`src/rtl/csvlfs_pkg.sv`:
```
`default_nettype none
package csvlfs_pkg;

    // parameter defaults
    localparam int MAX_FIELD_COUNT_DEF = 64;
    localparam int MAX_LINE_LEN_DEF    = 4096;
    localparam int QUEUE_DEPTH_DEF     = 4;

    // result port widths
    localparam int IDX_W = 6;
    localparam int OFF_W = 13;
    localparam int LEN_W = 13;
    localparam int CNT_W = 7;

    // byte codes
    localparam logic [7:0] QUOTE_CH = 8'h22;
    localparam logic [7:0] COMMA_CH = 8'h2C;

    // input word kinds
    localparam logic REQ_DATA = 1'b0;
    localparam logic REQ_EOL  = 1'b1;

    // result word kinds
    localparam logic KIND_FIELD   = 1'b0;
    localparam logic KIND_SUMMARY = 1'b1;

    // scanner modes
    typedef enum logic [3:0] {
        MODE_START  = 4'b0001,
        MODE_UNQ    = 4'b0010,
        MODE_QUOTED = 4'b0100,
        MODE_QPEND  = 4'b1000
    } mode_t;

    // one queue entry: up to one field word and one summary word
    typedef struct packed {
        logic             has_field;
        logic             has_sum;
        logic [IDX_W-1:0] idx;
        logic [OFF_W-1:0] off;
        logic [LEN_W-1:0] len;
        logic [CNT_W-1:0] cnt;
        logic             ovf;
    } entry_t;

endpackage
`default_nettype wire

```
`src/rtl/csv_line_field_splitter.sv`:
```
`default_nettype none
// CSV line field splitter. Feed one line a byte at a time (req_type 0) and close it with
// an end-of-line word (req_type 1). Each field comes out as one result word with its
// index, offset of the first content byte and raw length (quotes of a quoted field not
// counted, doubled quotes counted as two); end of line adds a summary word with the field
// count and the overflow flag, and "last" marks the final word caused by an input word.
// Input takes one word every cycle while full is low: the scanner updates its line state
// for each byte and hands its results to a QUEUE_DEPTH entry queue. The result side
// drains one word per cycle while pop is high, so an end of line that closes an open
// field needs two pops; full rises only when the queue of pending entries is full. Each entry
// is registered in the queue before output. No clearing pass follows reset.
module csv_line_field_splitter
    import csvlfs_pkg::*;
#(
    parameter int MAX_FIELD_COUNT = MAX_FIELD_COUNT_DEF,
    parameter int MAX_LINE_LEN    = MAX_LINE_LEN_DEF,
    parameter int QUEUE_DEPTH     = QUEUE_DEPTH_DEF
)
(
    input  wire logic             clk,
    input  wire logic             rst_n,
    input  wire logic             push,
    output logic                  full,
    input  wire logic             req_type,
    input  wire logic [7:0]       char_byte,
    output logic                  empty,
    input  wire logic             pop,
    output logic                  result_kind,
    output logic [IDX_W-1:0]      field_index,
    output logic [OFF_W-1:0]      field_offset,
    output logic [LEN_W-1:0]      field_length,
    output logic [CNT_W-1:0]      line_field_count,
    output logic                  line_overflow,
    output logic                  last
);

    entry_t ent;
    entry_t head;
    logic   ent_push;
    logic   accept;
    logic   q_empty;
    logic   q_pop;

    assign accept = push & ~full;

    // front: byte scanner
    csvlfs_scanner #(
        .MAX_FIELD_COUNT (MAX_FIELD_COUNT),
        .MAX_LINE_LEN    (MAX_LINE_LEN)
    ) u_scanner (
        .clk       (clk),
        .rst_n     (rst_n),
        .accept    (accept),
        .req_type  (req_type),
        .char_byte (char_byte),
        .ent       (ent),
        .ent_push  (ent_push)
    );

    // entry queue between the two sides
    csvlfs_queue #(
        .DEPTH (QUEUE_DEPTH)
    ) u_queue (
        .clk     (clk),
        .rst_n   (rst_n),
        .wr_en   (ent_push),
        .wr_data (ent),
        .full    (full),
        .empty   (q_empty),
        .rd_en   (q_pop),
        .rd_data (head)
    );

    // back: result word sequencing
    csvlfs_emitter u_emitter (
        .clk              (clk),
        .rst_n            (rst_n),
        .head             (head),
        .q_empty          (q_empty),
        .q_pop            (q_pop),
        .pop              (pop),
        .empty            (empty),
        .result_kind      (result_kind),
        .field_index      (field_index),
        .field_offset     (field_offset),
        .field_length     (field_length),
        .line_field_count (line_field_count),
        .line_overflow    (line_overflow),
        .last             (last)
    );

endmodule
`default_nettype wire

```
`src/rtl/csvlfs_scanner.sv`:
```
`default_nettype none
module csvlfs_scanner
    import csvlfs_pkg::*;
#(
    parameter int MAX_FIELD_COUNT = MAX_FIELD_COUNT_DEF,
    parameter int MAX_LINE_LEN    = MAX_LINE_LEN_DEF
)
(
    input  wire logic       clk,
    input  wire logic       rst_n,
    input  wire logic       accept,
    input  wire logic       req_type,
    input  wire logic [7:0] char_byte,
    output entry_t          ent,
    output logic            ent_push
);

    localparam int POS_W = $clog2(MAX_LINE_LEN + 1);
    localparam int FC_W  = $clog2(MAX_FIELD_COUNT + 1);
    localparam logic [POS_W-1:0] POS_MAX = POS_W'(MAX_LINE_LEN);
    localparam logic [FC_W-1:0]  FC_MAX  = FC_W'(MAX_FIELD_COUNT);

    mode_t            mode_reg,  mode_next;
    logic [POS_W-1:0] pos_reg,   pos_next;
    logic [POS_W-1:0] start_reg, start_next;
    logic [FC_W-1:0]  found_reg, found_next;
    logic             comma_reg, comma_next;
    logic             ovf_reg,   ovf_next;

    logic             emit;
    logic [POS_W-1:0] e_off;
    logic [POS_W-1:0] e_len;
    logic [POS_W-1:0] pos_dec;
    logic [FC_W-1:0]  found_inc;
    logic             room;

    function automatic logic [POS_W-1:0] span(input logic [POS_W-1:0] e,
                                              input logic [POS_W-1:0] s);
        span = (e > s) ? e - s : '0;
    endfunction

    assign pos_dec   = (pos_reg == '0) ? '0 : pos_reg - 1'b1;
    assign found_inc = found_reg + 1'b1;
    assign room      = found_reg < FC_MAX;

    // next state and result words
    always_comb
    begin
        mode_next  = mode_reg;
        pos_next   = pos_reg;
        start_next = start_reg;
        found_next = found_reg;
        comma_next = comma_reg;
        ovf_next   = ovf_reg;
        emit       = 1'b0;
        e_off      = '0;
        e_len      = '0;
        ent        = '0;
        if (accept)
        begin
            if (req_type == REQ_DATA)
            begin
                if (pos_reg == POS_MAX)
                    ovf_next = 1'b1;
                else
                    pos_next = pos_reg + 1'b1;
                if (room)
                begin
                    case (mode_reg)
                        MODE_START:
                        begin
                            comma_next = 1'b0;
                            if (char_byte == QUOTE_CH)
                            begin
                                start_next = (pos_reg == POS_MAX) ? POS_MAX : pos_reg + 1'b1;
                                mode_next  = MODE_QUOTED;
                            end
                            else if (char_byte == COMMA_CH)
                            begin
                                emit       = 1'b1;
                                e_off      = pos_reg;
                                comma_next = 1'b1;
                            end
                            else
                            begin
                                start_next = pos_reg;
                                mode_next  = MODE_UNQ;
                            end
                        end
                        MODE_UNQ:
                        begin
                            if (char_byte == COMMA_CH)
                            begin
                                emit       = 1'b1;
                                e_off      = start_reg;
                                e_len      = span(pos_reg, start_reg);
                                comma_next = 1'b1;
                                mode_next  = MODE_START;
                            end
                        end
                        MODE_QUOTED:
                        begin
                            if (char_byte == QUOTE_CH)
                                mode_next = MODE_QPEND;
                        end
                        MODE_QPEND:
                        begin
                            if (char_byte == QUOTE_CH)
                                mode_next = MODE_QUOTED;
                            else
                            begin
                                emit  = 1'b1;
                                e_off = start_reg;
                                e_len = span(pos_dec, start_reg);
                                if (char_byte == COMMA_CH)
                                begin
                                    comma_next = 1'b1;
                                    mode_next  = MODE_START;
                                end
                                else if (found_inc < FC_MAX)
                                begin
                                    comma_next = 1'b0;
                                    start_next = pos_reg;
                                    mode_next  = MODE_UNQ;
                                end
                                else
                                    mode_next = MODE_START;
                            end
                        end
                        default:
                            mode_next = MODE_START;
                    endcase
                end
                if (emit)
                    found_next = found_inc;
            end
            else
            begin
                // end of line: close the open field, then the summary
                if (room)
                begin
                    case (mode_reg)
                        MODE_UNQ, MODE_QUOTED:
                        begin
                            emit  = 1'b1;
                            e_off = start_reg;
                            e_len = span(pos_reg, start_reg);
                        end
                        MODE_QPEND:
                        begin
                            emit  = 1'b1;
                            e_off = start_reg;
                            e_len = span(pos_dec, start_reg);
                        end
                        default:
                        begin
                            emit  = comma_reg;
                            e_off = pos_reg;
                        end
                    endcase
                end
                ent.has_sum = 1'b1;
                ent.cnt     = emit ? CNT_W'(found_inc) : CNT_W'(found_reg);
                ent.ovf     = ovf_reg;
                mode_next   = MODE_START;
                pos_next    = '0;
                start_next  = '0;
                found_next  = '0;
                comma_next  = 1'b0;
                ovf_next    = 1'b0;
            end
        end
        ent.has_field = emit;
        ent.idx       = emit ? IDX_W'(found_reg) : '0;
        ent.off       = OFF_W'(e_off);
        ent.len       = LEN_W'(e_len);
    end

    assign ent_push = ent.has_field | ent.has_sum;

    // line state
    always_ff @(posedge clk or negedge rst_n)
    begin
        if (!rst_n)
        begin
            mode_reg  <= MODE_START;
            pos_reg   <= '0;
            start_reg <= '0;
            found_reg <= '0;
            comma_reg <= 1'b0;
            ovf_reg   <= 1'b0;
        end
        else
        begin
            mode_reg  <= mode_next;
            pos_reg   <= pos_next;
            start_reg <= start_next;
            found_reg <= found_next;
            comma_reg <= comma_next;
            ovf_reg   <= ovf_next;
        end
    end

    // position saturates, field count stops at the limit
    a_pos_bound: assert property (@(posedge clk) disable iff (!rst_n)
        pos_reg <= POS_MAX)
        else $error("byte position past line limit");

    a_found_bound: assert property (@(posedge clk) disable iff (!rst_n)
        found_reg <= FC_MAX)
        else $error("field count past limit");

endmodule
`default_nettype wire

```
`src/rtl/csvlfs_queue.sv`:
```
`default_nettype none
module csvlfs_queue
    import csvlfs_pkg::*;
#(
    parameter int DEPTH = QUEUE_DEPTH_DEF
)
(
    input  wire logic   clk,
    input  wire logic   rst_n,
    input  wire logic   wr_en,
    input  wire entry_t wr_data,
    output logic        full,
    output logic        empty,
    input  wire logic   rd_en,
    output entry_t      rd_data
);

    localparam int PTR_W = (DEPTH > 1) ? $clog2(DEPTH) : 1;
    localparam int CTR_W = $clog2(DEPTH + 1);
    localparam logic [PTR_W-1:0] PTR_LAST = PTR_W'(DEPTH - 1);
    localparam logic [CTR_W-1:0] CTR_FULL = CTR_W'(DEPTH);

    entry_t           mem_reg [DEPTH];
    logic [PTR_W-1:0] wr_ptr_reg, wr_ptr_next;
    logic [PTR_W-1:0] rd_ptr_reg, rd_ptr_next;
    logic [CTR_W-1:0] cnt_reg,    cnt_next;
    logic             do_wr;
    logic             do_rd;

    assign full    = cnt_reg == CTR_FULL;
    assign empty   = cnt_reg == '0;
    assign do_wr   = wr_en & ~full;
    assign do_rd   = rd_en & ~empty;
    assign rd_data = mem_reg[rd_ptr_reg];

    // pointers and fill count
    always_comb
    begin
        wr_ptr_next = wr_ptr_reg;
        rd_ptr_next = rd_ptr_reg;
        cnt_next    = cnt_reg;
        if (do_wr)
            wr_ptr_next = (wr_ptr_reg == PTR_LAST) ? '0 : wr_ptr_reg + 1'b1;
        if (do_rd)
            rd_ptr_next = (rd_ptr_reg == PTR_LAST) ? '0 : rd_ptr_reg + 1'b1;
        if (do_wr && !do_rd)
            cnt_next = cnt_reg + 1'b1;
        else if (do_rd && !do_wr)
            cnt_next = cnt_reg - 1'b1;
    end

    always_ff @(posedge clk or negedge rst_n)
    begin
        if (!rst_n)
        begin
            wr_ptr_reg <= '0;
            rd_ptr_reg <= '0;
            cnt_reg    <= '0;
        end
        else
        begin
            wr_ptr_reg <= wr_ptr_next;
            rd_ptr_reg <= rd_ptr_next;
            cnt_reg    <= cnt_next;
        end
    end

    // entry storage
    always_ff @(posedge clk)
    begin
        if (do_wr)
            mem_reg[wr_ptr_reg] <= wr_data;
    end

    // the front only writes when there is room
    a_no_overrun: assert property (@(posedge clk) disable iff (!rst_n)
        wr_en |-> !full)
        else $error("entry written into full queue");

    a_cnt_step: assert property (@(posedge clk) disable iff (!rst_n)
        (do_wr && !do_rd) |=> cnt_reg == $past(cnt_reg) + 1'b1)
        else $error("fill count did not follow write");

endmodule
`default_nettype wire

```
`src/rtl/csvlfs_emitter.sv`:
```
`default_nettype none
module csvlfs_emitter
    import csvlfs_pkg::*;
(
    input  wire logic              clk,
    input  wire logic              rst_n,
    input  wire entry_t            head,
    input  wire logic              q_empty,
    output logic                   q_pop,
    input  wire logic              pop,
    output logic                   empty,
    output logic                   result_kind,
    output logic [IDX_W-1:0]       field_index,
    output logic [OFF_W-1:0]       field_offset,
    output logic [LEN_W-1:0]       field_length,
    output logic [CNT_W-1:0]       line_field_count,
    output logic                   line_overflow,
    output logic                   last
);

    logic phase_reg, phase_next;
    logic both;
    logic sel_sum;
    logic take;

    assign both    = head.has_field & head.has_sum;
    assign sel_sum = ~head.has_field | phase_reg;
    assign take    = pop & ~q_empty;
    assign empty   = q_empty;

    // word on the result ports
    assign result_kind      = sel_sum ? KIND_SUMMARY : KIND_FIELD;
    assign field_index      = sel_sum ? '0 : head.idx;
    assign field_offset     = sel_sum ? '0 : head.off;
    assign field_length     = sel_sum ? '0 : head.len;
    assign line_field_count = sel_sum ? head.cnt : '0;
    assign line_overflow    = sel_sum ? head.ovf : 1'b0;
    assign last             = sel_sum | ~head.has_sum;

    // a two-word entry is drained field first, then summary
    always_comb
    begin
        phase_next = phase_reg;
        q_pop      = 1'b0;
        if (take)
        begin
            if (both && !phase_reg)
                phase_next = 1'b1;
            else
            begin
                phase_next = 1'b0;
                q_pop      = 1'b1;
            end
        end
    end

    always_ff @(posedge clk or negedge rst_n)
    begin
        if (!rst_n)
            phase_reg <= 1'b0;
        else
            phase_reg <= phase_next;
    end

    // second phase only ever sits on a two-word entry
    a_phase_head: assert property (@(posedge clk) disable iff (!rst_n)
        phase_reg |-> (!q_empty && both))
        else $error("summary phase without a two-word entry");

endmodule
`default_nettype wire

```
`config.mk`:
```
export PLATFORM = sky130hd
export DESIGN_NAME = csv_line_field_splitter
export DESIGN_NICKNAME = d
export VERILOG_FILES = /design/src/rtl/csvlfs_pkg.sv /design/src/rtl/csv_line_field_splitter.sv /design/src/rtl/csvlfs_scanner.sv /design/src/rtl/csvlfs_queue.sv /design/src/rtl/csvlfs_emitter.sv
export SDC_FILE = /design/constraint.sdc
export NUM_CORES = 1
export LEC_CHECK = 0
export ABC_AREA = 1
export ABC_CLOCK_PERIOD_IN_PS = 4600
export CORE_UTILIZATION = 35
export DETAILED_ROUTE_END_ITERATION = 16
export DONT_BUFFER_PORTS = 1
export HOLD_SLACK_MARGIN = 0.05
export SLEW_MARGIN = 20
export SYNTH_ARGS = -nofsm -noshare
export SYNTH_HDL_FRONTEND = slang
export SYNTH_SLANG_ARGS = --single-unit
```
`constraint.sdc`:
```
create_clock -name clk -period 4.6 [get_ports clk]
set_input_delay 0.46 -clock clk [delete_from_list [all_inputs] [get_ports clk]]
set_output_delay 0.46 -clock clk [all_outputs]
set_load 0.01 [all_outputs]
```
==> qor.csv <==
stage,metric,value,unit
floorplan,die_h,187,µm
power_and_ir_drop,p_per_area,645,nW/µm²
worst_setup_path,path_class,reg2reg,
timing,finalCritPeriodShare,87.8,%
drt,via_count,9354,
synthesis,synth_area_leader_cell,edfxtp_1,
timing,setup_viol,0,
clock_network,cts_buffers,22,
synthesis,synth_top_area_share,42.1,%
global_routing,grt_pass1_wl,49400,µm
floorplan,die_w,187,µm
run,max_cap_violations,0,
worst_setup_path,cp.arrival,4.34,ns
clock_network,clk_pin_slew,0.06,ns
floorplan,start_util,35.7,%
drt,wl_per_cell,16.9,µm
floorplan,core.rowCount,67,
floorplan,io_pins,57,
timing,rsz0062_at_grt,false,
timing,fmax,248,MHz
cells_and_area,syn2layout_area_growth,10.2,%
power_and_ir_drop,p_total,8.53,mW
clock_network,cts_resized,0,
hold_path,hp-class,in2reg,
synthesis,syn_area,12000,µm²
cells_and_area,largest_reg_flops,168,
drt,drcViolationCount,0,
clock_network,cts_tree,built,
timing,slew_viol_final,0,
timing,tightest_slew,0.899,ns
worst_setup_path,max_stage_delay,0.59,ns
synthesis,ys_types,46,
worst_setup_path,r2r_cells,20,
cells_and_area,fillCellCount,3346,
synthesis,ys_top_cells_by_area,"edfxtp_1, dfrtp_1, nor2_1, nand2_1, o21ai_0",
worst_setup_path,cp-endpoint,u_queue.mem_reg[2][13],
synthesis,postSynthAreaPerCell,8.76,µm²
clock_network,clk_path_buf_depth,3,
place,gp_congestion,0.952,
global_routing,overflow,0,
drt,firstDrtPassIters,5,
worst_setup_path,worst_r2r_endpoint,u_queue.mem_reg[2][13],
worst_setup_path,cp-start-kind,register,
status,run_status,"complete, no violations",
clock_network,clk_latency,0.53,ns
drt,drtIter0Drc,728,
clock_network,cts_root_buf,clkbuf_16,
clock_network,htree_levels,1,
power_and_ir_drop,worst_ir_drop_vdd,0.425,mV
floorplan,die-area,35000,µm²
power_and_ir_drop,p_leak,5.23,nW
worst_setup_path,critical_path.endpoint_type,register,
timing,layout_min_cycle_time,4.04,ns
timing,holdWs,0.135,ns
timing,fin_skew,0.0214,ns
drt,finalWirelength,30800,µm
hold_path,hold_start,req_type,
cells_and_area,drive_gt1_share,8.97,%
worst_setup_path,cp_max_fo,11,
global_routing,grt_max_degree,83,
worst_setup_path,path_cells,inv_1 -> ha_1 -> nand4_2 -> inv_1 -> nand2_1 -> inv_1 -> nand4_1 -> nor2_1 -> nor2_1 -> ha_1 -> nand2_1 -> nor2_1 -> nand2_1 -> nand3_2 -> nand2_2 -> nand2_4 -> nand2_1 -> nor2_4 -> nand2_1 -> a21oi_1,
floorplan,core,33600,µm²
synthesis,synth_nets,1420,
worst_setup_path,timing.rr.start,u_scanner.pos_reg[1],
cells_and_area,nets,1406,
global_routing,antenna_found_initial,0,
synthesis,synth_seq_cells,215,
synthesis,yosys_warnings,0,
drt,viasPerCell,5.14,
timing,hold_viol,0,
worst_setup_path,critPathSlowestCell,nor2_1,
cells_and_area,num_antenna_cells,0,
clock_network,clock_sinks,215,
global_routing,grt_pass1_vias,8786,
worst_setup_path,crit_top_cell,nand2_1,
place,port_buffers,0,
timing,finalSetupTns,0,ns
place,hpwl,20800,µm
worst_setup_path,cp.required,4.91,ns
worst_setup_path,cp-startpoint,u_scanner.pos_reg[1],
timing,slew_headroom,40.1,%
global_routing,grtUsageTotal,17.7,%
synthesis,netlist_instances,1369,
drt,drtAntennaViolNets,0,
synthesis,ys_seq_area_share,51.9,%
worst_setup_path,r2r_setup_slack,0.56,ns
## worst min path at each step
stage	slack, ns	cells past startpoint	to
3_5_place_dp	0.17	0	u_scanner.start_reg[5]
2_1_floorplan	0.16	0	u_emitter.phase_reg
6_report	0.14	2	u_scanner.mode_reg[0]
4_1_cts	0.12	2	u_scanner.mode_reg[0]
3_3_place_gp	0.17	0	u_scanner.start_reg[5]
5_1_grt	0.13	2	u_scanner.mode_reg[0]
## kinds of logic after synthesis
group | after synthesis | synth area share (%)
xor+xnor | 33 | 2.41
buf+inv | 182 | 6.02
compound gates | 281 | 12.8
fa+ha+maj | 38 | 4.15
flops | 215 | 51.9
simple gates | 620 | 22.7
## critical path, delay by kind of cell (launching register included)
| kind | cells | cell delay, ns |
|---|---|---|
| and+or+nand+nor | 14 | 2.01 |
| adders and majority gates | 2 | 0.67 |
| DFF | 1 | 0.45 |
| buffers and inverters | 3 | 0.38 |
| AOI/OAI and AO/OA | 1 | 0.32 |
## metrics by stage
step | setup slack (ns) | std cells | util, % | area [µm²]
final | 0.563 | 1819 | 39.3 | 13200
after global routing | 0.135 | 1819 | 39.3 | 13200
after CTS | 0.620 | 1819 | 39.3 | 13200
after detailed placement | 0.654 | 1777 | 37.1 | 12500
after global placement | 0.745 | 1777 | 37.1 | 12500
after floorplan | 1.07 | 1369 | - | 12000
## area by class of cell
| cell class | count | area, µm² | share of cell area (%) |
|---|---|---|---|
| Clock buffer | 28 | 613 | 4.64 |
| Clock inverter | 12 | 104 | 0.786 |
| Inverter | 132 | 500 | 3.79 |
| Multi-Input combinational cell | 972 | 5070 | 38.4 |
| Sequential cell | 215 | 6220 | 47.1 |
| Tap cell | 448 | 561 | 4.24 |
| Timing Repair Buffer | 12 | 138 | 1.04 |
## layout by cell type, fill, tap and decap left out, types with 2 or more instances in the layout
| cell | n |
|---|---|
| nand2_2 | 5 |
| nor2_4 | 11 |
| clkbuf_8 | 4 |
| xnor2_1 | 5 |
| nand4_1 | 26 |
| nor3_2 | 2 |
| fa_1 | 3 |
| o21ai_1 | 36 |
| o22ai_1 | 17 |
| o22ai_2 | 8 |
| ha_1 | 35 |
| nand3_1 | 60 |
| inv_1 | 111 |
| nand2_4 | 3 |
| nor4_1 | 2 |
| inv_2 | 19 |
| edfxtp_1 | 168 |
| nor2_1 | 240 |
| dfrtp_1 | 45 |
| xor2_1 | 28 |
| o21bai_1 | 3 |
| nand2_1 | 239 |
| clkinv_2 | 3 |
| clkbuf_16 | 22 |
| nor2_2 | 5 |
| nor3_1 | 8 |
| o21ai_0 | 128 |
| nand3b_1 | 3 |
| buf_12 | 2 |
| or2_2 | 2 |
| nand4_2 | 3 |
| clkinv_1 | 4 |
| clkbuf_1 | 2 |
| a21oi_1 | 81 |
| o21ai_2 | 4 |
| clkinvlp_4 | 3 |
| buf_4 | 8 |
| nand3_2 | 7 |
## Yosys cell counts, drive strengths merged
master	count
dfrtp	46
o21ai	169
nand2	247
a21boi	1
xnor2	5
nand3b	3
a21oi	82
buf	21
fa	3
ha	35
or2	2
edfxtp	168
a31oi	1
dfstp	1
nand3	68
inv	130
clkbuf	29
xor2	28
nor3	11
and2	1
nand4	29
clkinv	2
o21bai	3
o22ai	25
nor4	2
nor2	257
## layer usage
metal  vias up  wire, µm  track usage (%)
li1       4595         -                -
met1      4423     14500             24.9
met2       282     13400             27.4
met3        54      2030             3.40
met4         0       824             5.20
met5         -         0                0
## where the power goes
part	internal [mW]	leakage [nW]	switching (mW)
registers	2.36	2.20	0.121
clock network	1.00	0.345	0.757
logic	1.27	2.68	3.02
## repair_timing
item                                   in CTS  in global routing
endpoints found under the hold margin      47                  0
buffers inserted                            0                  0
hold buffers                                2                  0
(Power assumes the default switching activity.)
